[src/hdl/rrbe_pkg.sv]
package rrbe_pkg;

	localparam int unsigned POS_W   = 18;
	localparam int unsigned WORDS_W = 16;
	localparam int unsigned EXP_W   = 6;
	localparam int unsigned MANT_W  = 18;
	localparam int unsigned RATE_W  = 32;

	localparam logic [1:0] RTCP_VERSION = 2'd2;
	localparam logic [4:0] FMT_REMB     = 5'd15;
	localparam logic [7:0] TYPE_PSFB    = 8'd206;
	localparam logic [7:0] CHAR_R       = 8'h52;
	localparam logic [7:0] CHAR_E       = 8'h45;
	localparam logic [7:0] CHAR_M       = 8'h4D;
	localparam logic [7:0] CHAR_B       = 8'h42;
	localparam logic [WORDS_W-1:0] MIN_REMB_WORDS = 16'd4;

	// Byte offsets inside a sub-packet
	localparam logic [POS_W-1:0] POS_HDR    = 18'd0;
	localparam logic [POS_W-1:0] POS_TYPE   = 18'd1;
	localparam logic [POS_W-1:0] POS_LEN_HI = 18'd2;
	localparam logic [POS_W-1:0] POS_LEN_LO = 18'd3;
	localparam logic [POS_W-1:0] POS_ID0    = 18'd12;
	localparam logic [POS_W-1:0] POS_ID1    = 18'd13;
	localparam logic [POS_W-1:0] POS_ID2    = 18'd14;
	localparam logic [POS_W-1:0] POS_ID3    = 18'd15;
	localparam logic [POS_W-1:0] POS_BR0    = 18'd17;
	localparam logic [POS_W-1:0] POS_BR1    = 18'd18;
	localparam logic [POS_W-1:0] POS_BR2    = 18'd19;

	typedef struct packed {
		logic              done;
		logic [EXP_W-1:0]  exponent;
		logic [MANT_W-1:0] mantissa;
	} walk_t;

endpackage

[src/hdl/rrbe_walk.sv]
module rrbe_walk (
	input  logic                clk,
	input  logic                arst_n,
	input  logic                en,
	input  logic [7:0]          data_byte,
	input  logic                last_byte,
	output rrbe_pkg::walk_t     walk
);

	logic [rrbe_pkg::POS_W-1:0]   pos_q, pos_n;
	logic [rrbe_pkg::WORDS_W-1:0] words_q, words_n;
	logic                         first_q, first_n;
	logic                         stop_q, stop_n;
	logic                         cand_q, cand_n;
	logic [rrbe_pkg::EXP_W-1:0]   exp_q, exp_n;
	logic [rrbe_pkg::MANT_W-1:0]  mant_q, mant_n;
	logic                         done_q, done_n;
	logic                         adv;
	logic [rrbe_pkg::POS_W:0]     pos_inc;
	logic [rrbe_pkg::POS_W:0]     sub_end;

	always_comb begin
		pos_n   = pos_q;
		words_n = words_q;
		first_n = first_q;
		stop_n  = stop_q;
		cand_n  = cand_q;
		exp_n   = exp_q;
		mant_n  = mant_q;
		done_n  = done_q;
		adv     = 1'b0;
		pos_inc = {1'b0, pos_q} + 19'd1;
		sub_end = 19'd0;
		if (!stop_q && !done_q) begin
			adv = 1'b1;
			case (pos_q)
				rrbe_pkg::POS_HDR: begin
					if (first_q && data_byte[7:6] != rrbe_pkg::RTCP_VERSION) begin
						stop_n = 1'b1;
						adv    = 1'b0;
					end else begin
						cand_n = (data_byte[4:0] == rrbe_pkg::FMT_REMB);
					end
				end
				rrbe_pkg::POS_TYPE:   cand_n = cand_q && (data_byte == rrbe_pkg::TYPE_PSFB);
				rrbe_pkg::POS_LEN_HI: words_n = {data_byte, 8'h00};
				rrbe_pkg::POS_LEN_LO: begin
					words_n = {words_q[15:8], data_byte};
					if (words_n < rrbe_pkg::MIN_REMB_WORDS)
						cand_n = 1'b0;
					if (words_n == '0) begin
						stop_n = 1'b1;
						adv    = 1'b0;
					end
				end
				rrbe_pkg::POS_ID0: cand_n = cand_q && (data_byte == rrbe_pkg::CHAR_R);
				rrbe_pkg::POS_ID1: cand_n = cand_q && (data_byte == rrbe_pkg::CHAR_E);
				rrbe_pkg::POS_ID2: cand_n = cand_q && (data_byte == rrbe_pkg::CHAR_M);
				rrbe_pkg::POS_ID3: cand_n = cand_q && (data_byte == rrbe_pkg::CHAR_B);
				rrbe_pkg::POS_BR0: begin
					exp_n  = data_byte[7:2];
					mant_n = {data_byte[1:0], 16'h0000};
				end
				rrbe_pkg::POS_BR1: mant_n = mant_q | {2'b00, data_byte, 8'h00};
				rrbe_pkg::POS_BR2: begin
					mant_n = mant_q | {10'd0, data_byte};
					if (cand_q) begin
						done_n = 1'b1;
						adv    = 1'b0;
					end
				end
				default: ;
			endcase
			if (adv) begin
				// sub-packet spans (length + 1) words
				sub_end = {1'b0, words_n, 2'b00} + 19'd4;
				if (pos_q >= rrbe_pkg::POS_LEN_LO && pos_inc == sub_end) begin
					pos_n   = '0;
					first_n = 1'b0;
					cand_n  = 1'b0;
				end else begin
					pos_n = pos_inc[rrbe_pkg::POS_W-1:0];
				end
			end
		end
	end

	always_ff @(posedge clk or negedge arst_n) begin
		if (!arst_n) begin
			pos_q   <= '0;
			words_q <= '0;
			first_q <= 1'b1;
			stop_q  <= 1'b0;
			cand_q  <= 1'b0;
			exp_q   <= '0;
			mant_q  <= '0;
			done_q  <= 1'b0;
		end else if (en) begin
			if (last_byte) begin
				// packet ends: back to the start state
				pos_q   <= '0;
				words_q <= '0;
				first_q <= 1'b1;
				stop_q  <= 1'b0;
				cand_q  <= 1'b0;
				exp_q   <= '0;
				mant_q  <= '0;
				done_q  <= 1'b0;
			end else begin
				pos_q   <= pos_n;
				words_q <= words_n;
				first_q <= first_n;
				stop_q  <= stop_n;
				cand_q  <= cand_n;
				exp_q   <= exp_n;
				mant_q  <= mant_n;
				done_q  <= done_n;
			end
		end
	end

	assign walk.done     = done_n;
	assign walk.exponent = exp_n;
	assign walk.mantissa = mant_n;

endmodule

[src/hdl/rrbe_scale.sv]
module rrbe_scale (
	input  rrbe_pkg::walk_t                walk,
	output logic                           found,
	output logic [rrbe_pkg::RATE_W-1:0]    value,
	output logic                           overflow
);

	localparam int unsigned SHIFT_W = rrbe_pkg::RATE_W + rrbe_pkg::MANT_W;

	logic [SHIFT_W-1:0] shifted;
	logic               sat;

	always_comb begin
		shifted = SHIFT_W'(walk.mantissa) << walk.exponent;
		// exponent of 32 or more always spills past 32 bits for a nonzero mantissa
		sat = (walk.mantissa != '0) &&
			(walk.exponent[rrbe_pkg::EXP_W-1] || (shifted[SHIFT_W-1:rrbe_pkg::RATE_W] != '0));
		found    = walk.done;
		overflow = walk.done && sat;
		if (!walk.done)
			value = '0;
		else if (sat)
			value = '1;
		else
			value = shifted[rrbe_pkg::RATE_W-1:0];
	end

endmodule

[src/hdl/rtcp_remb_bitrate_extract.sv]
// A last byte's result is computed from the input register and registered in the result
// register once that has room. Throughput: one byte per cycle unless a last byte
// waits on a full, stalled result; these two registers are the only stages.
// Reset: arst_n clears all control state asynchronously; the walk state also returns
// to its start values after each packet's last byte.
module rtcp_remb_bitrate_extract (
	input  logic                         clk,
	input  logic                         arst_n,
	input  logic                         in_valid,
	output logic                         in_stall,
	input  logic [7:0]                   data_byte,
	input  logic                         last_byte,
	output logic                         out_valid,
	input  logic                         out_stall,
	output logic                         remb_found,
	output logic [rrbe_pkg::RATE_W-1:0]  bitrate_value,
	output logic                         bitrate_overflow
);

	logic                         valid_s1;
	logic [7:0]                   data_s1;
	logic                         last_s1;
	logic                         go;
	logic                         out_valid_q;
	rrbe_pkg::walk_t              walk;
	logic                         found_c;
	logic [rrbe_pkg::RATE_W-1:0]  value_c;
	logic                         ovf_c;

	// only a last byte needs room in the result register
	assign go       = valid_s1 && !(last_s1 && out_valid_q && out_stall);
	assign in_stall = valid_s1 && !go;

	always_ff @(posedge clk or negedge arst_n) begin
		if (!arst_n) begin
			valid_s1 <= 1'b0;
		end else if (!in_stall) begin
			valid_s1 <= in_valid;
		end
	end

	always_ff @(posedge clk) begin
		if (!in_stall && in_valid) begin
			data_s1 <= data_byte;
			last_s1 <= last_byte;
		end
	end

	rrbe_walk u_walk (
		.clk       (clk),
		.arst_n    (arst_n),
		.en        (go),
		.data_byte (data_s1),
		.last_byte (last_s1),
		.walk      (walk)
	);

	rrbe_scale u_scale (
		.walk     (walk),
		.found    (found_c),
		.value    (value_c),
		.overflow (ovf_c)
	);

	always_ff @(posedge clk or negedge arst_n) begin
		if (!arst_n) begin
			out_valid_q <= 1'b0;
		end else if (go && last_s1) begin
			out_valid_q <= 1'b1;
		end else if (!out_stall) begin
			out_valid_q <= 1'b0;
		end
	end

	always_ff @(posedge clk) begin
		if (go && last_s1) begin
			remb_found       <= found_c;
			bitrate_value    <= value_c;
			bitrate_overflow <= ovf_c;
		end
	end

	assign out_valid = out_valid_q;

`ifndef SYNTH
	a_stall_only_on_full: assert property (@(posedge clk) disable iff (!arst_n)
		in_stall |-> (out_valid && out_stall && last_s1))
		else $error("input stalled without a blocked result");

	a_ovf_saturates: assert property (@(posedge clk) disable iff (!arst_n)
		(out_valid && bitrate_overflow) |-> (remb_found && bitrate_value == '1))
		else $error("overflow without saturated bitrate");

	a_not_found_zero: assert property (@(posedge clk) disable iff (!arst_n)
		(out_valid && !remb_found) |-> (bitrate_value == '0 && !bitrate_overflow))
		else $error("result fields set without a match");

	a_result_from_last: assert property (@(posedge clk) disable iff (!arst_n)
		(go && last_s1) |=> out_valid)
		else $error("last byte produced no result");
`endif

endmodule

[config.mk]
export PLATFORM = sky130hd
export DESIGN_NAME = rtcp_remb_bitrate_extract
export DESIGN_NICKNAME = d
export VERILOG_FILES = /design/src/hdl/rrbe_pkg.sv /design/src/hdl/rrbe_walk.sv /design/src/hdl/rrbe_scale.sv /design/src/hdl/rtcp_remb_bitrate_extract.sv
export SDC_FILE = /design/constraint.sdc
export NUM_CORES = 1
export LEC_CHECK = 0
export BUFFER_PORTS_ARGS = -buffer_cell sky130_fd_sc_hd__buf_2
export CAP_MARGIN = 0
export CORE_MARGIN = 2
export CORE_UTILIZATION = 57
export DETAILED_ROUTE_END_ITERATION = 8
export PLACE_DENSITY_LB_ADDON = 0.25
export SETUP_SLACK_MARGIN = 0.15
export SYNTH_ARGS = -nofsm -noshare
export SYNTH_HDL_FRONTEND = slang
export SYNTH_HIERARCHICAL = 1
export SYNTH_SLANG_ARGS = --single-unit
export TNS_END_PERCENT = 50
[constraint.sdc]
create_clock -name clk -period 6.3 [get_ports clk]
set_input_delay 0.63 -clock clk [delete_from_list [all_inputs] [get_ports clk]]
set_output_delay 0.63 -clock clk [all_outputs]
set_load 0.05 [all_outputs]
==> results of run 1 <==
metal layers:
| layer | up-vias | GRT usage |
|---|---|---|
| met3 | 42 | 0.0562 |
| met1 | 3456 | 0.437 |
| met2 | 430 | 0.427 |
| met4 | 0 | 0.0833 |
| met5 | - | 0 |
| li1 | 3384 | - |
layout by cell type (no fill, tap or decap), types with 13 or more instances in the layout:
cell type and instances:
sky130_fd_sc_hd__edfxtp_1 43, sky130_fd_sc_hd__nand3_1 51, sky130_fd_sc_hd__a21oi_1 55, sky130_fd_sc_hd__nand2_1 80, sky130_fd_sc_hd__nand2b_1 14, sky130_fd_sc_hd__nor3_1 26
sky130_fd_sc_hd__mux2i_1 30, sky130_fd_sc_hd__a22o_1 34, sky130_fd_sc_hd__nor2_1 72, sky130_fd_sc_hd__buf_2 48, sky130_fd_sc_hd__inv_1 23, sky130_fd_sc_hd__dfrtp_1 63
sky130_fd_sc_hd__nand4_1 23, sky130_fd_sc_hd__buf_4 17, sky130_fd_sc_hd__nor2b_1 13, sky130_fd_sc_hd__xor2_1 13, sky130_fd_sc_hd__o21ai_0 51, sky130_fd_sc_hd__xnor2_1 24
flip-flops by register name, summed over array words and instances, names as in the netlist, 6 cells and up:
| name | cells |
|---|---|
| bitrate_value | 32 |
| u_walk/mant_q | 18 |
| u_walk/pos_q | 18 |
| u_walk/words_q | 16 |
| data_s1 | 8 |
| u_walk/exp_q | 6 |
critical path: cells and delay by family (launching register included):
kind / cells / cell delay (ns)
DFF: 1 / 0.44
muxes: 1 / 0.35
and+or+nand+nor: 7 / 2.43
buffers and inverters: 2 / 0.67
AOI/OAI and AO/OA: 4 / 0.99
cell type report:
cell class	count	area (sq um)	area share
inverters	26	97.6	0.0115
repair buffers	65	368	0.0432
well taps	180	225	0.0265
clock buffers	10	229	0.0269
multi-input cells	693	4630	0.544
clock inverters	6	70.1	0.00823
flip-flops and latches	107	2890	0.340
through the flow:
stage          power (mW)  std cells  utilization  instance area (sq um)  hold WS, ns
2_1_floorplan        1.22        902            -                   7950        0.334
3_3_place_gp         1.34       1071        0.596                   8210        0.475
3_5_place_dp         1.34       1071        0.596                   8210        0.482
4_1_cts              1.92       1087        0.618                   8510        0.438
5_1_grt              2.00       1087        0.618                   8510        0.437
6_report             1.92       1087        0.618                   8510        0.443
how the worst max path moves through the flow:
stage,from,to,slack [ns],depth (start not counted)
after floorplan,u_walk/pos_q[6],bitrate_value[20],1.90,17
after global placement,u_walk/pos_q[1],u_walk/pos_q[0],1.38,14
after detailed placement,u_walk/pos_q[15],bitrate_value[10],1.16,14
after CTS,u_walk/pos_q[15],bitrate_value[10],1.12,14
after global routing,u_walk/pos_q[15],bitrate_value[10],0.82,14
final,u_walk/pos_q[15],bitrate_value[10],1.09,14
logic make-up after synthesis:
group / count (synthesis) / share of synthesized area
simple gates: 342 / 0.222
compound gates: 259 / 0.224
flops: 107 / 0.364
buf+inv: 102 / 0.0589
mux: 48 / 0.0774
xor+xnor: 38 / 0.0436
fa+ha+maj: 6 / 0.00944
power breakdown:
group	internal, mW	switching, mW
sequential	0.763	0.0653
clock	0.313	0.265
combinational	0.173	0.342
==> report_table.html, run 1 <==
<table>
<tr><th>Metric</th><th>Value</th></tr>
<tr><th colspan="2">Synthesis</th></tr>
<tr><td>Cell area after synthesis</td><td>0.00795 sq mm</td></tr>
<tr><td>Most frequent cell after synthesis</td><td>sky130_fd_sc_hd__nand2_1</td></tr>
<tr><td>Unique cell type count in the Yosys netlist</td><td>81</td></tr>
<tr><td>Dominant cells by area after synthesis</td><td>sky130_fd_sc_hd__dfrtp_1 20%, sky130_fd_sc_hd__edfxtp_1 16%, sky130_fd_sc_hd__mux2i_1 3.8%</td></tr>
<tr><td>Most numerous cell types in the synthesized netlist</td><td>80 x sky130_fd_sc_hd__nand2_1, 72 x sky130_fd_sc_hd__nor2_1, 63 x sky130_fd_sc_hd__dfrtp_1</td></tr>
<tr><td>Flip-flop and latch count after synthesis</td><td>107</td></tr>
<tr><td>Cell type with the highest aggregate area in the netlist</td><td>sky130_fd_sc_hd__dfrtp_1</td></tr>
<tr><td>Most used flip-flop cell after synthesis</td><td>sky130_fd_sc_hd__dfrtp_1</td></tr>
<tr><td>Count of flip-flops with a built-in enable after synthesis</td><td>43</td></tr>
<tr><td>Mean instance size in the synthesized netlist</td><td>8.81 sq um</td></tr>
<tr><td>Count of warnings emitted by yosys</td><td>6</td></tr>
<tr><td>Synthesized netlist net count</td><td>921</td></tr>
<tr><td>Yosys top cell area share</td><td>0.198</td></tr>
<tr><td>Gate count of the mapped netlist</td><td>902</td></tr>
<tr><td>Async set or reset register ratio after synthesis</td><td>0.598</td></tr>
<tr><td>Seq/Total Area, Yosys</td><td>0.364</td></tr>
<tr><th colspan="2">Floorplan</th></tr>
<tr><td>Die ar.</td><td>0.0149 sq mm</td></tr>
<tr><td>Horizontal die dimension</td><td>122 um</td></tr>
<tr><td>Top-level I/O count</td><td>49</td></tr>
<tr><td>Die height</td><td>122 um</td></tr>
<tr><td>Placement row count</td><td>43</td></tr>
<tr><td>Initial Utilization</td><td>0.577</td></tr>
<tr><td>Placeable core region</td><td>0.0138 sq mm</td></tr>
<tr><th colspan="2">Power</th></tr>
<tr><td>Total power per unit cell area</td><td>226 mW/mm^2</td></tr>
<tr><td>Static leakage</td><td>3.41 nW</td></tr>
<tr><td>Worst VDD drop</td><td>0.000219 V</td></tr>
<tr><th colspan="2">Outcome</th></tr>
<tr><td>Outcome</td><td>finished clean</td></tr>
<tr><th colspan="2">Drt</th></tr>
<tr><td>Initial detailed-routing violation count</td><td>1103</td></tr>
<tr><td>Drt first pass iters</td><td>5</td></tr>
<tr><td>Wire length on met2</td><td>9220 um</td></tr>
<tr><td>Routed wirelength normalized by instance count</td><td>19.5 um</td></tr>
<tr><td>Uppermost metal layer occupied by signal nets</td><td>met4</td></tr>
<tr><td>Vias per std cell</td><td>6.73</td></tr>
<tr><td>Length of routed met3 wiring</td><td>1980 um</td></tr>
<tr><td>Number of nets with antenna violations after detailed routing</td><td>0</td></tr>
<tr><td>DRC errors left</td><td>0</td></tr>
<tr><td>Total routed wire length on the met1 layer</td><td>9700 um</td></tr>
<tr><td>Aggregate routed wire length</td><td>21200 um</td></tr>
<tr><td>Via count</td><td>7312</td></tr>
<tr><th colspan="2">Clocking</th></tr>
<tr><td>Number of buffers created by CTS</td><td>9</td></tr>
<tr><td>Hold_buf cts</td><td>0</td></tr>
<tr><td>Clock slew at reported path FFs</td><td>0.08 ns</td></tr>
<tr><td>CTS Root Buffer Type</td><td>sky130_fd_sc_hd__clkbuf_16</td></tr>
<tr><td>Later-pin clock latency in the skew report</td><td>0.36 ns</td></tr>
<tr><td>CTS tree</td><td>built</td></tr>
<tr><td>Post-CTS repair timing setup buffer count</td><td>0</td></tr>
<tr><td>Clock Path Buffers</td><td>2</td></tr>
<tr><td>H-tree depth</td><td>3</td></tr>
<tr><td>Resized cells post-CTS</td><td>0</td></tr>
<tr><td>CTS Sinks</td><td>107</td></tr>
<tr><th colspan="2">Global routing</th></tr>
<tr><td>Largest net degree at the start of global routing</td><td>65</td></tr>
<tr><td>First-pass GRT wire length</td><td>34200 um</td></tr>
<tr><td>Antenna violations before repair</td><td>0</td></tr>
<tr><td>Overall track demand over capacity in global routing</td><td>0.291</td></tr>
<tr><td>Grt total ovfl</td><td>0</td></tr>
<tr><td>Vias in the first global route</td><td>6510</td></tr>
<tr><th colspan="2">Placement</th></tr>
<tr><td>Post-detail-place hpwl</td><td>14900 um</td></tr>
<tr><td>Worst setup timing slack at the placement stage</td><td>1.16 ns</td></tr>
<tr><td>Number of buffer cells added on primary ports</td><td>48</td></tr>
<tr><td>Final RePlAce weighted congestion</td><td>0.964</td></tr>
<tr><th colspan="2">Cells and area</th></tr>
<tr><td>Area growth from synthesis to final layout</td><td>7.08%</td></tr>
<tr><td>Filler cell count</td><td>1215</td></tr>
<tr><td>Final-stage net count</td><td>921</td></tr>
<tr><td>Layout cell share with drive strength beyond 1</td><td>0.133</td></tr>
<tr><td>Total inserted antenna cells</td><td>0</td></tr>
<tr><th colspan="2">STA</th></tr>
<tr><td>Slew at the pin closest to its max-slew limit</td><td>1.10 ns</td></tr>
<tr><td>Slew Limit Fails</td><td>0</td></tr>
<tr><td>Final clock period utilization by the worst path</td><td>0.828</td></tr>
<tr><td>Skew final</td><td>0.00902 ns</td></tr>
<tr><td>Number of setup violations in the final report</td><td>0</td></tr>
<tr><td>Sum of negative setup slack</td><td>0 ns</td></tr>
<tr><td>Max_slew headroom</td><td>0.265</td></tr>
<tr><td>Highest achievable clock rate</td><td>0.192 GHz</td></tr>
<tr><td>Hold Fails Final Rpt</td><td>0</td></tr>
<tr><td>Worst-case setup margin in the final layout</td><td>1.09 ns</td></tr>
<tr><td>Time the final worst path needs with I/O delays and setup</td><td>5.21 ns</td></tr>
<tr><td>Unrepaired setup endpoints after global routing</td><td>no</td></tr>
<tr><th colspan="2">Hold path</th></tr>
<tr><td>Endpoint, Worst Hold</td><td>data_s1[3]</td></tr>
<tr><td>Worst hold start</td><td>data_byte[3]</td></tr>
<tr><td>Number of cells on the worst hold path</td><td>1</td></tr>
<tr><td>Type of the most critical hold path</td><td>in2reg</td></tr>
<tr><th colspan="2">Worst setup path</th></tr>
<tr><td>Category of the worst setup path launch point</td><td>register</td></tr>
<tr><td>Worst R2R Path Depth</td><td>14</td></tr>
<tr><td>CP max stage delay</td><td>0.61 ns</td></tr>
<tr><td>Cells along the critical path</td><td>nor3_1, and3_1, and4_1, and3_1, nand2_1, o21ai_4, buf_4, mux2_1, o2bb2ai_1, nor4_2, o221ai_1, o31ai_4, buf_4, nand3_1</td></tr>
<tr><td>Arrival time of the worst setup path</td><td>5.28 ns</td></tr>
<tr><td>Critical R2R Capture</td><td>bitrate_value[10]</td></tr>
<tr><td>Crit Path Class</td><td>reg2reg</td></tr>
<tr><td>Worst R2R Start</td><td>u_walk/pos_q[15]</td></tr>
<tr><td>Highest-delay cell along the critical path</td><td>sky130_fd_sc_hd__and3_1</td></tr>
<tr><td>Maximum fanout count along the critical path</td><td>32</td></tr>
<tr><td>R2R setup slack</td><td>1.09 ns</td></tr>
<tr><td>Crit path required time</td><td>6.37 ns</td></tr>
<tr><td>Endpoint class of the critical path</td><td>register</td></tr>
<tr><th colspan="2">Run</th></tr>
<tr><td>Max Cap Viol</td><td>0</td></tr>
</table>
(Power assumes the default switching activity.)
==> inputs of run 2 (changes only) <==
--- a/config.mk
+++ b/config.mk
@@ -8,7 +8,7 @@
 export BUFFER_PORTS_ARGS = -buffer_cell sky130_fd_sc_hd__buf_2
 export CAP_MARGIN = 0
 export CORE_MARGIN = 2
-export CORE_UTILIZATION = 57
+export CORE_UTILIZATION = 56
 export DETAILED_ROUTE_END_ITERATION = 8
 export PLACE_DENSITY_LB_ADDON = 0.25
 export SETUP_SLACK_MARGIN = 0.15
==> constraint.sdc (replaced) <==
create_clock -name clk -period 4.65 [get_ports clk]
set_input_delay 0.465 -clock clk [delete_from_list [all_inputs] [get_ports clk]]
set_output_delay 0.465 -clock clk [all_outputs]
set_load 0.05 [all_outputs]
==> run 2 against run 1 <==
Compared with the run above:
- clock skew decreased by 0.0013 ns
- design area is 2.3% higher
- final cell count grew 1.5%
- critical path type unchanged
- critical endpoint is now u_walk/pos_q[4]
- sequential power grew 35%
- highest routed layer unchanged
- via count is 0.81% lower
==> report_table.html, run 2 (same netlist as run 1, synthesis figures left out) <==
<table>
<tr><th>Metric</th><th>Value</th></tr>
<tr><th colspan="2">Worst setup path</th></tr>
<tr><td>Kind of cell adding the most delay to the critical path</td><td>simple AND/OR/NAND/NOR gates (unchanged)</td></tr>
<tr><td>Crit Path Class</td><td>reg2reg (unchanged)</td></tr>
<tr><td>CP Launch Point</td><td>u_walk/pos_q[1] (was u_walk/pos_q[15])</td></tr>
<tr><td>Worst R2R Path Depth</td><td>15 (was 14)</td></tr>
<tr><td>Cells along the critical path</td><td>ha_1, nor3b_4, and2_1, and2_1, a22o_1, ha_1, o21a_1, nand4_1, or3_1, o21ai_0, nand4_2, o21bai_4, buf_4, o21ai_0, a22o_1 (was nor3_1, and3_1, and4_1, and3_1, nand2_1, o21ai_4, buf_4, mux2_1, o2bb2ai_1, nor4_2, o221ai_1, o31ai_4, buf_4, nand3_1)</td></tr>
<tr><td>Endpoint class of the critical path</td><td>register (unchanged)</td></tr>
<tr><td>Worst R2R Start</td><td>u_walk/pos_q[1] (was u_walk/pos_q[15])</td></tr>
<tr><td>Category of the worst setup path launch point</td><td>register (unchanged)</td></tr>
<tr><td>Total buffers and inverters traversed by the critical path</td><td>1 (was 2)</td></tr>
<tr><td>CP max stage delay</td><td>0.45 ns (was 0.61 ns)</td></tr>
<tr><td>Highest-delay cell along the critical path</td><td>sky130_fd_sc_hd__dfrtp_1 (was sky130_fd_sc_hd__and3_1)</td></tr>
<tr><td>Arrival time of the worst setup path</td><td>4.57 ns (was 5.28 ns)</td></tr>
<tr><td>Maximum fanout count along the critical path</td><td>8 (was 32)</td></tr>
<tr><td>Critical path depth in cells</td><td>15 (was 14)</td></tr>
<tr><td>Crit path required time</td><td>4.89 ns (was 6.37 ns)</td></tr>
<tr><th colspan="2">STA</th></tr>
<tr><td>Max_slew headroom</td><td>0.252 (was 0.265)</td></tr>
<tr><td>Final clock period utilization by the worst path</td><td>0.932 (was 0.828)</td></tr>
<tr><td>Highest achievable clock rate</td><td>0.231 GHz (was 0.192 GHz)</td></tr>
<tr><td>Number of setup violations in the final report</td><td>0 (unchanged)</td></tr>
<tr><td>Time the final worst path needs with I/O delays and setup</td><td>4.33 ns (was 5.21 ns)</td></tr>
<tr><td>Slew at the pin closest to its max-slew limit</td><td>1.12 ns (was 1.10 ns)</td></tr>
<tr><td>Hold Fails Final Rpt</td><td>0 (unchanged)</td></tr>
<tr><td>Sum of negative setup slack</td><td>0 ns (unchanged)</td></tr>
<tr><td>Slew Limit Fails</td><td>0 (unchanged)</td></tr>
<tr><td>Hold Slack</td><td>0.286 ns (was 0.443 ns)</td></tr>
<tr><td>Skew final</td><td>0.00771 ns (was 0.00902 ns)</td></tr>
<tr><td>Unrepaired setup endpoints after global routing</td><td>yes (was no)</td></tr>
<tr><th colspan="2">Global routing</th></tr>
<tr><td>Largest net degree at the start of global routing</td><td>65 (unchanged)</td></tr>
<tr><td>Grt total ovfl</td><td>0 (unchanged)</td></tr>
<tr><td>First-pass GRT wire length</td><td>35100 um (was 34200 um)</td></tr>
<tr><td>Vias in the first global route</td><td>6501 (was 6510)</td></tr>
<tr><td>Overall track demand over capacity in global routing</td><td>0.298 (was 0.291)</td></tr>
<tr><td>Antenna violations before repair</td><td>0 (unchanged)</td></tr>
<tr><th colspan="2">Floorplan</th></tr>
<tr><td>Die height</td><td>123 um (was 122 um)</td></tr>
<tr><td>Horizontal die dimension</td><td>123 um (was 122 um)</td></tr>
<tr><td>Initial Utilization</td><td>0.573 (was 0.577)</td></tr>
<tr><td>Placeable core region</td><td>0.0139 sq mm (was 0.0138 sq mm)</td></tr>
<tr><td>Placement row count</td><td>43 (unchanged)</td></tr>
<tr><td>Top-level I/O count</td><td>49 (unchanged)</td></tr>
<tr><td>Die ar.</td><td>0.0152 sq mm (was 0.0149 sq mm)</td></tr>
<tr><th colspan="2">Power</th></tr>
<tr><td>Total power per unit cell area</td><td>303 mW/mm^2 (was 226 mW/mm^2)</td></tr>
<tr><td>Total power consumption of the routed design</td><td>2.64 mW (was 1.92 mW)</td></tr>
<tr><td>Static leakage</td><td>3.51 nW (was 3.41 nW)</td></tr>
<tr><td>Worst VDD drop</td><td>0.000316 V (was 0.000219 V)</td></tr>
<tr><th colspan="2">Drt</th></tr>
<tr><td>Drt first pass iters</td><td>5 (unchanged)</td></tr>
<tr><td>Number of nets with antenna violations after detailed routing</td><td>0 (unchanged)</td></tr>
<tr><td>DRC errors left</td><td>0 (unchanged)</td></tr>
<tr><td>Routed wirelength normalized by instance count</td><td>20.0 um (was 19.5 um)</td></tr>
<tr><td>Via count</td><td>7253 (was 7312)</td></tr>
<tr><td>Vias per std cell</td><td>6.58 (was 6.73)</td></tr>
<tr><td>Aggregate routed wire length</td><td>22000 um (was 21200 um)</td></tr>
<tr><td>Initial detailed-routing violation count</td><td>1039 (was 1103)</td></tr>
<tr><th colspan="2">Cells and area</th></tr>
<tr><td>Total inserted antenna cells</td><td>0 (unchanged)</td></tr>
<tr><td>Largest register FFs</td><td>32 (unchanged)</td></tr>
<tr><td>Filler cell count</td><td>1174 (was 1215)</td></tr>
<tr><td>Area growth from synthesis to final layout</td><td>9.54% (was 7.08%)</td></tr>
<tr><td>Multi-input combinational cell area</td><td>0.00467 sq mm (was 0.00463 sq mm)</td></tr>
<tr><td>Register Area</td><td>0.00289 sq mm (unchanged)</td></tr>
<tr><td>Non-filler instance count after layout</td><td>1103 (was 1087)</td></tr>
<tr><td>Layout cell share with drive strength beyond 1</td><td>0.153 (was 0.133)</td></tr>
<tr><td>Final-stage net count</td><td>937 (was 921)</td></tr>
<tr><td>Top library cells by usage in the layout, fill and taps aside</td><td>80 x sky130_fd_sc_hd__nand2_1, 72 x sky130_fd_sc_hd__nor2_1, 63 x sky130_fd_sc_hd__dfrtp_1, 55 x sky130_fd_sc_hd__a21oi_1, 52 x sky130_fd_sc_hd__o21ai_0 (was 80 x sky130_fd_sc_hd__nand2_1, 72 x sky130_fd_sc_hd__nor2_1, 63 x sky130_fd_sc_hd__dfrtp_1, 55 x sky130_fd_sc_hd__a21oi_1)</td></tr>
<tr><td>Largest registers in the final layout</td><td>bitrate_value (32), u_walk/mant_q (18), u_walk/pos_q (18) (unchanged)</td></tr>
<tr><td>Most common cell after layout, fill and taps aside</td><td>sky130_fd_sc_hd__nand2_1 (unchanged)</td></tr>
<tr><td>Biggest register</td><td>bitrate_value (unchanged)</td></tr>
<tr><th colspan="2">Clocking</th></tr>
<tr><td>CTS Sinks</td><td>107 (unchanged)</td></tr>
<tr><td>CTS tree</td><td>built (unchanged)</td></tr>
<tr><td>Number of buffers created by CTS</td><td>9 (unchanged)</td></tr>
<tr><td>Clock Path Buffers</td><td>2 (unchanged)</td></tr>
<tr><td>CTS Root Buffer Type</td><td>sky130_fd_sc_hd__clkbuf_16 (unchanged)</td></tr>
<tr><td>H-tree depth</td><td>3 (unchanged)</td></tr>
<tr><td>Later-pin clock latency in the skew report</td><td>0.35 ns (was 0.36 ns)</td></tr>
<tr><td>Hold_buf cts</td><td>0 (unchanged)</td></tr>
<tr><td>Clock slew at reported path FFs</td><td>0.07 ns (was 0.08 ns)</td></tr>
<tr><th colspan="2">Placement</th></tr>
<tr><td>Number of buffer cells added on primary ports</td><td>48 (unchanged)</td></tr>
<tr><td>Post-detail-place hpwl</td><td>15600 um (was 14900 um)</td></tr>
<tr><td>Placed Cells</td><td>1085 (was 1071)</td></tr>
<tr><td>Final RePlAce weighted congestion</td><td>0.989 (was 0.964)</td></tr>
<tr><th colspan="2">Run</th></tr>
<tr><td>Max Cap Viol</td><td>0 (unchanged)</td></tr>
<tr><th colspan="2">Outcome</th></tr>
<tr><td>Outcome</td><td>finished clean (unchanged)</td></tr>
<tr><th colspan="2">Hold path</th></tr>
<tr><td>Type of the most critical hold path</td><td>in2async (was in2reg)</td></tr>
</table>
-- run 2: cell types whose count changed in the layout (fill, tap and decap cells not counted), moves of 2 or more --
cell                     delta
sky130_fd_sc_hd__buf_4     +13
sky130_fd_sc_hd__buf_12     +3
sky130_fd_sc_hd__nor4_2     -2
sky130_fd_sc_hd__nor4_4     +2
-- run 2: report_power, final --
part | internal [mW] | leakage, nW | switching (mW)
Sequential | 1.03 | 1.29 | 0.0871
Combinational | 0.259 | 2.07 | 0.479
Clock | 0.422 | 0.145 | 0.358
Total | 1.71 | 3.51 | 0.925
-- run 2: worst paths after layout --
| path | to | slack [ns] |
|---|---|---|
| worst max-delay path | u_walk/pos_q[4] | 0.32 |
| worst min-delay path | u_walk/pos_q[9] | 0.29 |
| worst max register to register | u_walk/pos_q[4] | 0.32 |
| worst min register to register | u_walk/mant_q[16] | 0.50 |
| max in group asynchronous | u_walk/words_q[2] | 3.82 |
| min in group clk | data_s1[7] | 0.29 |
-- run 2: layer usage --
metal  wire length, um  part of all wire  track usage
met1             10200              0.46        0.464
met2              9380              0.43        0.422
met3              2180             0.099       0.0641
met4               290             0.013       0.0689
met5                 0                 0            0
-- run 2: layout make-up --
type,instances,area share
multi-input cells,693,0.536
repair buffers,81,0.0603
flip-flops and latches,107,0.332
well taps,180,0.0259
clock buffers,9,0.0259
inverters,26,0.0112
clock inverters,7,0.00862
-- run 2: metrics by stage --
step                instance area (sq um)  utilization  worst slack [ns]
CTS                                  8660        0.624             0.219
detailed placement                   8340        0.601             0.131
global placement                     8340        0.601             0.105
finish                               8710        0.627             0.317
global route                         8710        0.627             0.139
floorplan                            7950            -             0.246
-- run 2: worst reg2reg max path: cells and delay by family (launching register included) --
family,cells,cell delay (ns)
flops,1,0.45
simple gates,6,1.76
compound gates,6,1.34
buf+inv,1,0.18
fa+ha+maj,2,0.50
-- run 2: what timing repair did --
action                                  CTS  global route
gates resized for setup                   0             9
pin swaps                                 1             0
buffers inserted                          2             0
endpoints found under the setup margin    9            45
hold endpoints to repair                  0             0
==> inputs of run 3 (changes only) <==
--- a/config.mk
+++ b/config.mk
@@ -7,10 +7,10 @@
 export LEC_CHECK = 0
 export BUFFER_PORTS_ARGS = -buffer_cell sky130_fd_sc_hd__buf_2
 export CAP_MARGIN = 0
-export CORE_MARGIN = 2
 export CORE_UTILIZATION = 56
 export DETAILED_ROUTE_END_ITERATION = 8
 export PLACE_DENSITY_LB_ADDON = 0.25
+export REMOVE_ABC_BUFFERS = 1
 export SETUP_SLACK_MARGIN = 0.15
 export SYNTH_ARGS = -nofsm -noshare
 export SYNTH_HDL_FRONTEND = slang
==> run 3 against run 2 <==
Compared with the run above:
- via count increased by 0.11%
- hold slack got worse by 0.011 ns
- total power decreased by 1.8%
- wire length decreased by 2.5%
- count of clock-buffer cells in the layout unchanged
- clock power decreased by 4.6%
- sequential cell count unchanged
- clock skew increased by 0.0032 ns
- largest cell class unchanged
- largest power group unchanged
- sequential power about the same
- register-to-register slack improved by 0.06 ns
- combinational power decreased by 1%
==> report_table.html, run 3 (same netlist as run 1, synthesis figures left out) <==
<table>
<tr><th>Metric</th><th>Value</th></tr>
<tr><th colspan="2">Outcome</th></tr>
<tr><td>Outcome</td><td>finished clean (unchanged)</td></tr>
<tr><th colspan="2">Worst setup path</th></tr>
<tr><td>Worst R2R Start</td><td>u_walk/pos_q[7] (was u_walk/pos_q[1])</td></tr>
<tr><td>R2R setup slack</td><td>0.37 ns (was 0.32 ns)</td></tr>
<tr><td>Worst R2R Path Depth</td><td>14 (was 15)</td></tr>
<tr><td>Critical R2R Capture</td><td>bitrate_value[20] (was u_walk/pos_q[4])</td></tr>
<tr><td>Maximum fanout count along the critical path</td><td>32 (was 8)</td></tr>
<tr><td>Arrival time of the worst setup path</td><td>4.37 ns (was 4.57 ns)</td></tr>
<tr><td>Category of the worst setup path launch point</td><td>register (unchanged)</td></tr>
<tr><td>Crit path required time</td><td>4.74 ns (was 4.89 ns)</td></tr>
<tr><td>Endpoint class of the critical path</td><td>register (unchanged)</td></tr>
<tr><td>Crit Path Class</td><td>reg2reg (unchanged)</td></tr>
<tr><th colspan="2">Cells and area</th></tr>
<tr><td>Biggest register</td><td>bitrate_value (unchanged)</td></tr>
<tr><td>Filler cell count</td><td>1196 (was 1174)</td></tr>
<tr><td>Layout cell share with drive strength beyond 1</td><td>0.151 (was 0.153)</td></tr>
<tr><td>Most common cell after layout, fill and taps aside</td><td>sky130_fd_sc_hd__nand2_1 (unchanged)</td></tr>
<tr><td>Largest register FFs</td><td>32 (unchanged)</td></tr>
<tr><td>Largest registers in the final layout</td><td>bitrate_value (32), u_walk/mant_q (18), u_walk/pos_q (18) (unchanged)</td></tr>
<tr><td>Final-stage net count</td><td>936 (was 937)</td></tr>
<tr><td>Total inserted antenna cells</td><td>0 (unchanged)</td></tr>
<tr><td>Area growth from synthesis to final layout</td><td>8.62% (was 9.54%)</td></tr>
<tr><td>Layout Cell Area excl Fill</td><td>0.00864 sq mm (was 0.00871 sq mm)</td></tr>
<tr><td>Top library cells by usage in the layout, fill and taps aside</td><td>80 x sky130_fd_sc_hd__nand2_1, 72 x sky130_fd_sc_hd__nor2_1, 63 x sky130_fd_sc_hd__dfrtp_1, 55 x sky130_fd_sc_hd__a21oi_1 (was 80 x sky130_fd_sc_hd__nand2_1, 72 x sky130_fd_sc_hd__nor2_1, 63 x sky130_fd_sc_hd__dfrtp_1, 55 x sky130_fd_sc_hd__a21oi_1, 52 x sky130_fd_sc_hd__o21ai_0)</td></tr>
<tr><th colspan="2">STA</th></tr>
<tr><td>Hold Fails Final Rpt</td><td>0 (unchanged)</td></tr>
<tr><td>Max_slew headroom</td><td>0.184 (was 0.252)</td></tr>
<tr><td>Slew Limit Fails</td><td>0 (unchanged)</td></tr>
<tr><td>Number of setup violations in the final report</td><td>0 (unchanged)</td></tr>
<tr><td>Skew final</td><td>0.0109 ns (was 0.00771 ns)</td></tr>
<tr><td>Unrepaired setup endpoints after global routing</td><td>yes (unchanged)</td></tr>
<tr><td>Highest achievable clock rate</td><td>0.234 GHz (was 0.231 GHz)</td></tr>
<tr><td>Time the final worst path needs with I/O delays and setup</td><td>4.28 ns (was 4.33 ns)</td></tr>
<tr><td>Final clock period utilization by the worst path</td><td>0.920 (was 0.932)</td></tr>
<tr><td>Sum of negative setup slack</td><td>0 ns (unchanged)</td></tr>
<tr><td>Slew at the pin closest to its max-slew limit</td><td>1.21 ns (was 1.12 ns)</td></tr>
<tr><th colspan="2">Clocking</th></tr>
<tr><td>Clock Path Buffers</td><td>2 (unchanged)</td></tr>
<tr><td>Number of buffers created by CTS</td><td>9 (unchanged)</td></tr>
<tr><td>H-tree depth</td><td>3 (unchanged)</td></tr>
<tr><td>CTS tree</td><td>built (unchanged)</td></tr>
<tr><td>Later-pin clock latency in the skew report</td><td>0.36 ns (was 0.35 ns)</td></tr>
<tr><td>Clock slew at reported path FFs</td><td>0.08 ns (was 0.07 ns)</td></tr>
<tr><td>CTS Sinks</td><td>107 (unchanged)</td></tr>
<tr><td>CTS Root Buffer Type</td><td>sky130_fd_sc_hd__clkbuf_16 (unchanged)</td></tr>
<tr><td>Post-CTS repair timing setup buffer count</td><td>0 (was 2)</td></tr>
<tr><th colspan="2">Placement</th></tr>
<tr><td>Dpl cell area</td><td>0.00834 sq mm (about the same)</td></tr>
<tr><td>Final RePlAce weighted congestion</td><td>1.04 (was 0.989)</td></tr>
<tr><td>Post-detail-place hpwl</td><td>15100 um (was 15600 um)</td></tr>
<tr><td>Number of buffer cells added on primary ports</td><td>48 (unchanged)</td></tr>
<tr><th colspan="2">Floorplan</th></tr>
<tr><td>Horizontal die dimension</td><td>121 um (was 123 um)</td></tr>
<tr><td>Placement row count</td><td>43 (unchanged)</td></tr>
<tr><td>Placeable core region</td><td>0.0139 sq mm (unchanged)</td></tr>
<tr><td>Top-level I/O count</td><td>49 (unchanged)</td></tr>
<tr><td>Die height</td><td>121 um (was 123 um)</td></tr>
<tr><td>Initial Utilization</td><td>0.573 (unchanged)</td></tr>
<tr><td>Die ar.</td><td>0.0147 sq mm (was 0.0152 sq mm)</td></tr>
<tr><th colspan="2">Drt</th></tr>
<tr><td>Number of nets with antenna violations after detailed routing</td><td>0 (unchanged)</td></tr>
<tr><td>Routed wirelength normalized by instance count</td><td>19.5 um (was 20.0 um)</td></tr>
<tr><td>DRC errors left</td><td>0 (unchanged)</td></tr>
<tr><td>Vias per std cell</td><td>6.59 (was 6.58)</td></tr>
<tr><td>Via count</td><td>7261 (was 7253)</td></tr>
<tr><td>Aggregate routed wire length</td><td>21500 um (was 22000 um)</td></tr>
<tr><td>Initial detailed-routing violation count</td><td>921 (was 1039)</td></tr>
<tr><td>Drt first pass iters</td><td>5 (unchanged)</td></tr>
<tr><th colspan="2">Power</th></tr>
<tr><td>Static leakage</td><td>3.49 nW (was 3.51 nW)</td></tr>
<tr><td>Worst VDD drop</td><td>0.000197 V (was 0.000316 V)</td></tr>
<tr><td>Total power per unit cell area</td><td>300 mW/mm^2 (was 303 mW/mm^2)</td></tr>
<tr><th colspan="2">Hold path</th></tr>
<tr><td>Type of the most critical hold path</td><td>in2reg (was in2async)</td></tr>
<tr><td>Endpoint, Worst Hold</td><td>data_s1[2]</td></tr>
<tr><td>Worst hold start</td><td>data_byte[2]</td></tr>
<tr><td>Number of cells on the worst hold path</td><td>1</td></tr>
<tr><th colspan="2">Global routing</th></tr>
<tr><td>Vias in the first global route</td><td>6408 (was 6501)</td></tr>
<tr><td>Grt total ovfl</td><td>0 (unchanged)</td></tr>
<tr><td>Antenna violations before repair</td><td>0 (unchanged)</td></tr>
<tr><td>Overall track demand over capacity in global routing</td><td>0.303 (was 0.298)</td></tr>
<tr><td>Largest net degree at the start of global routing</td><td>65 (unchanged)</td></tr>
<tr><td>First-pass GRT wire length</td><td>34600 um (was 35100 um)</td></tr>
<tr><th colspan="2">Run</th></tr>
<tr><td>Max Cap Viol</td><td>0 (unchanged)</td></tr>
</table>
run 3: timing repair:
item / CTS / global route
gates resized for setup: 0 / 3
endpoints found under the setup margin: 0 / 33
hold buffers: 0 / 0
run 3: area by class of cell:
class | instances | area, sq um | share of cell area
clock buffer | 9 | 225 | 0.0261
clock inverter | 7 | 57.6 | 0.00666
inverter | 26 | 97.6 | 0.0113
multi-input combinational | 693 | 4640 | 0.537
sequential | 107 | 2890 | 0.335
tap | 180 | 225 | 0.0261
timing repair buffer | 80 | 497 | 0.0575
run 3: routing by layer:
| metal | vias to the layer above | wire length [um] | track usage |
|---|---|---|---|
| li1 | 3409 | - | - |
| met1 | 3433 | 10000 | 0.455 |
| met2 | 380 | 9290 | 0.439 |
| met3 | 39 | 1710 | 0.0508 |
| met4 | 0 | 490 | 0.101 |
| met5 | - | 0 | 0 |
run 3: report_power, final:
group / switching (mW) / internal [mW]
sequential: 0.0860 / 1.03
combinational: 0.472 / 0.256
clock: 0.370 / 0.374
run 3: worst max path at each step:
stage	start	end	slack, ns	cells past startpoint
final	u_walk/pos_q[7]	bitrate_value[20]	0.37	14
after global routing	u_walk/pos_q[1]	u_walk/pos_q[4]	0.13	15
after CTS	u_walk/pos_q[7]	bitrate_value[20]	0.26	14
after detailed placement	u_walk/pos_q[7]	bitrate_value[20]	0.29	14
after global placement	u_walk/pos_q[7]	bitrate_value[20]	0.36	14
after floorplan	u_walk/pos_q[9]	bitrate_value[4]	-2.92	11
run 3: through the flow:
step / util / hold WS [ns] / power (mW) / setup slack, ns / instances
after CTS: 0.621 / 0.270 / 2.59 / 0.257 / 1102
after global placement: 0.601 / 0.476 / 1.84 / 0.362 / 1086
after detailed placement: 0.601 / 0.485 / 1.84 / 0.293 / 1086
final: 0.622 / 0.274 / 2.59 / 0.373 / 1102
after global routing: 0.622 / 0.265 / 2.70 / 0.130 / 1102
after floorplan: - / 0.169 / 1.62 / -2.92 / 826
run 3: critical path: stages (launching register included):
cell and delay, ns:
sky130_fd_sc_hd__dfrtp_1 0.48, sky130_fd_sc_hd__nor4_4 0.36, sky130_fd_sc_hd__and3_1 0.27, sky130_fd_sc_hd__and4_1 0.29, sky130_fd_sc_hd__and3_2 0.28, sky130_fd_sc_hd__a21boi_1 0.17, sky130_fd_sc_hd__buf_4 0.22, sky130_fd_sc_hd__nor2_1 0.18
sky130_fd_sc_hd__mux4_2 0.49, sky130_fd_sc_hd__mux2_2 0.31, sky130_fd_sc_hd__nor3_1 0.24, sky130_fd_sc_hd__o211ai_1 0.16, sky130_fd_sc_hd__o211ai_2 0.21, sky130_fd_sc_hd__buf_12 0.20, sky130_fd_sc_hd__o2111ai_1 0.13
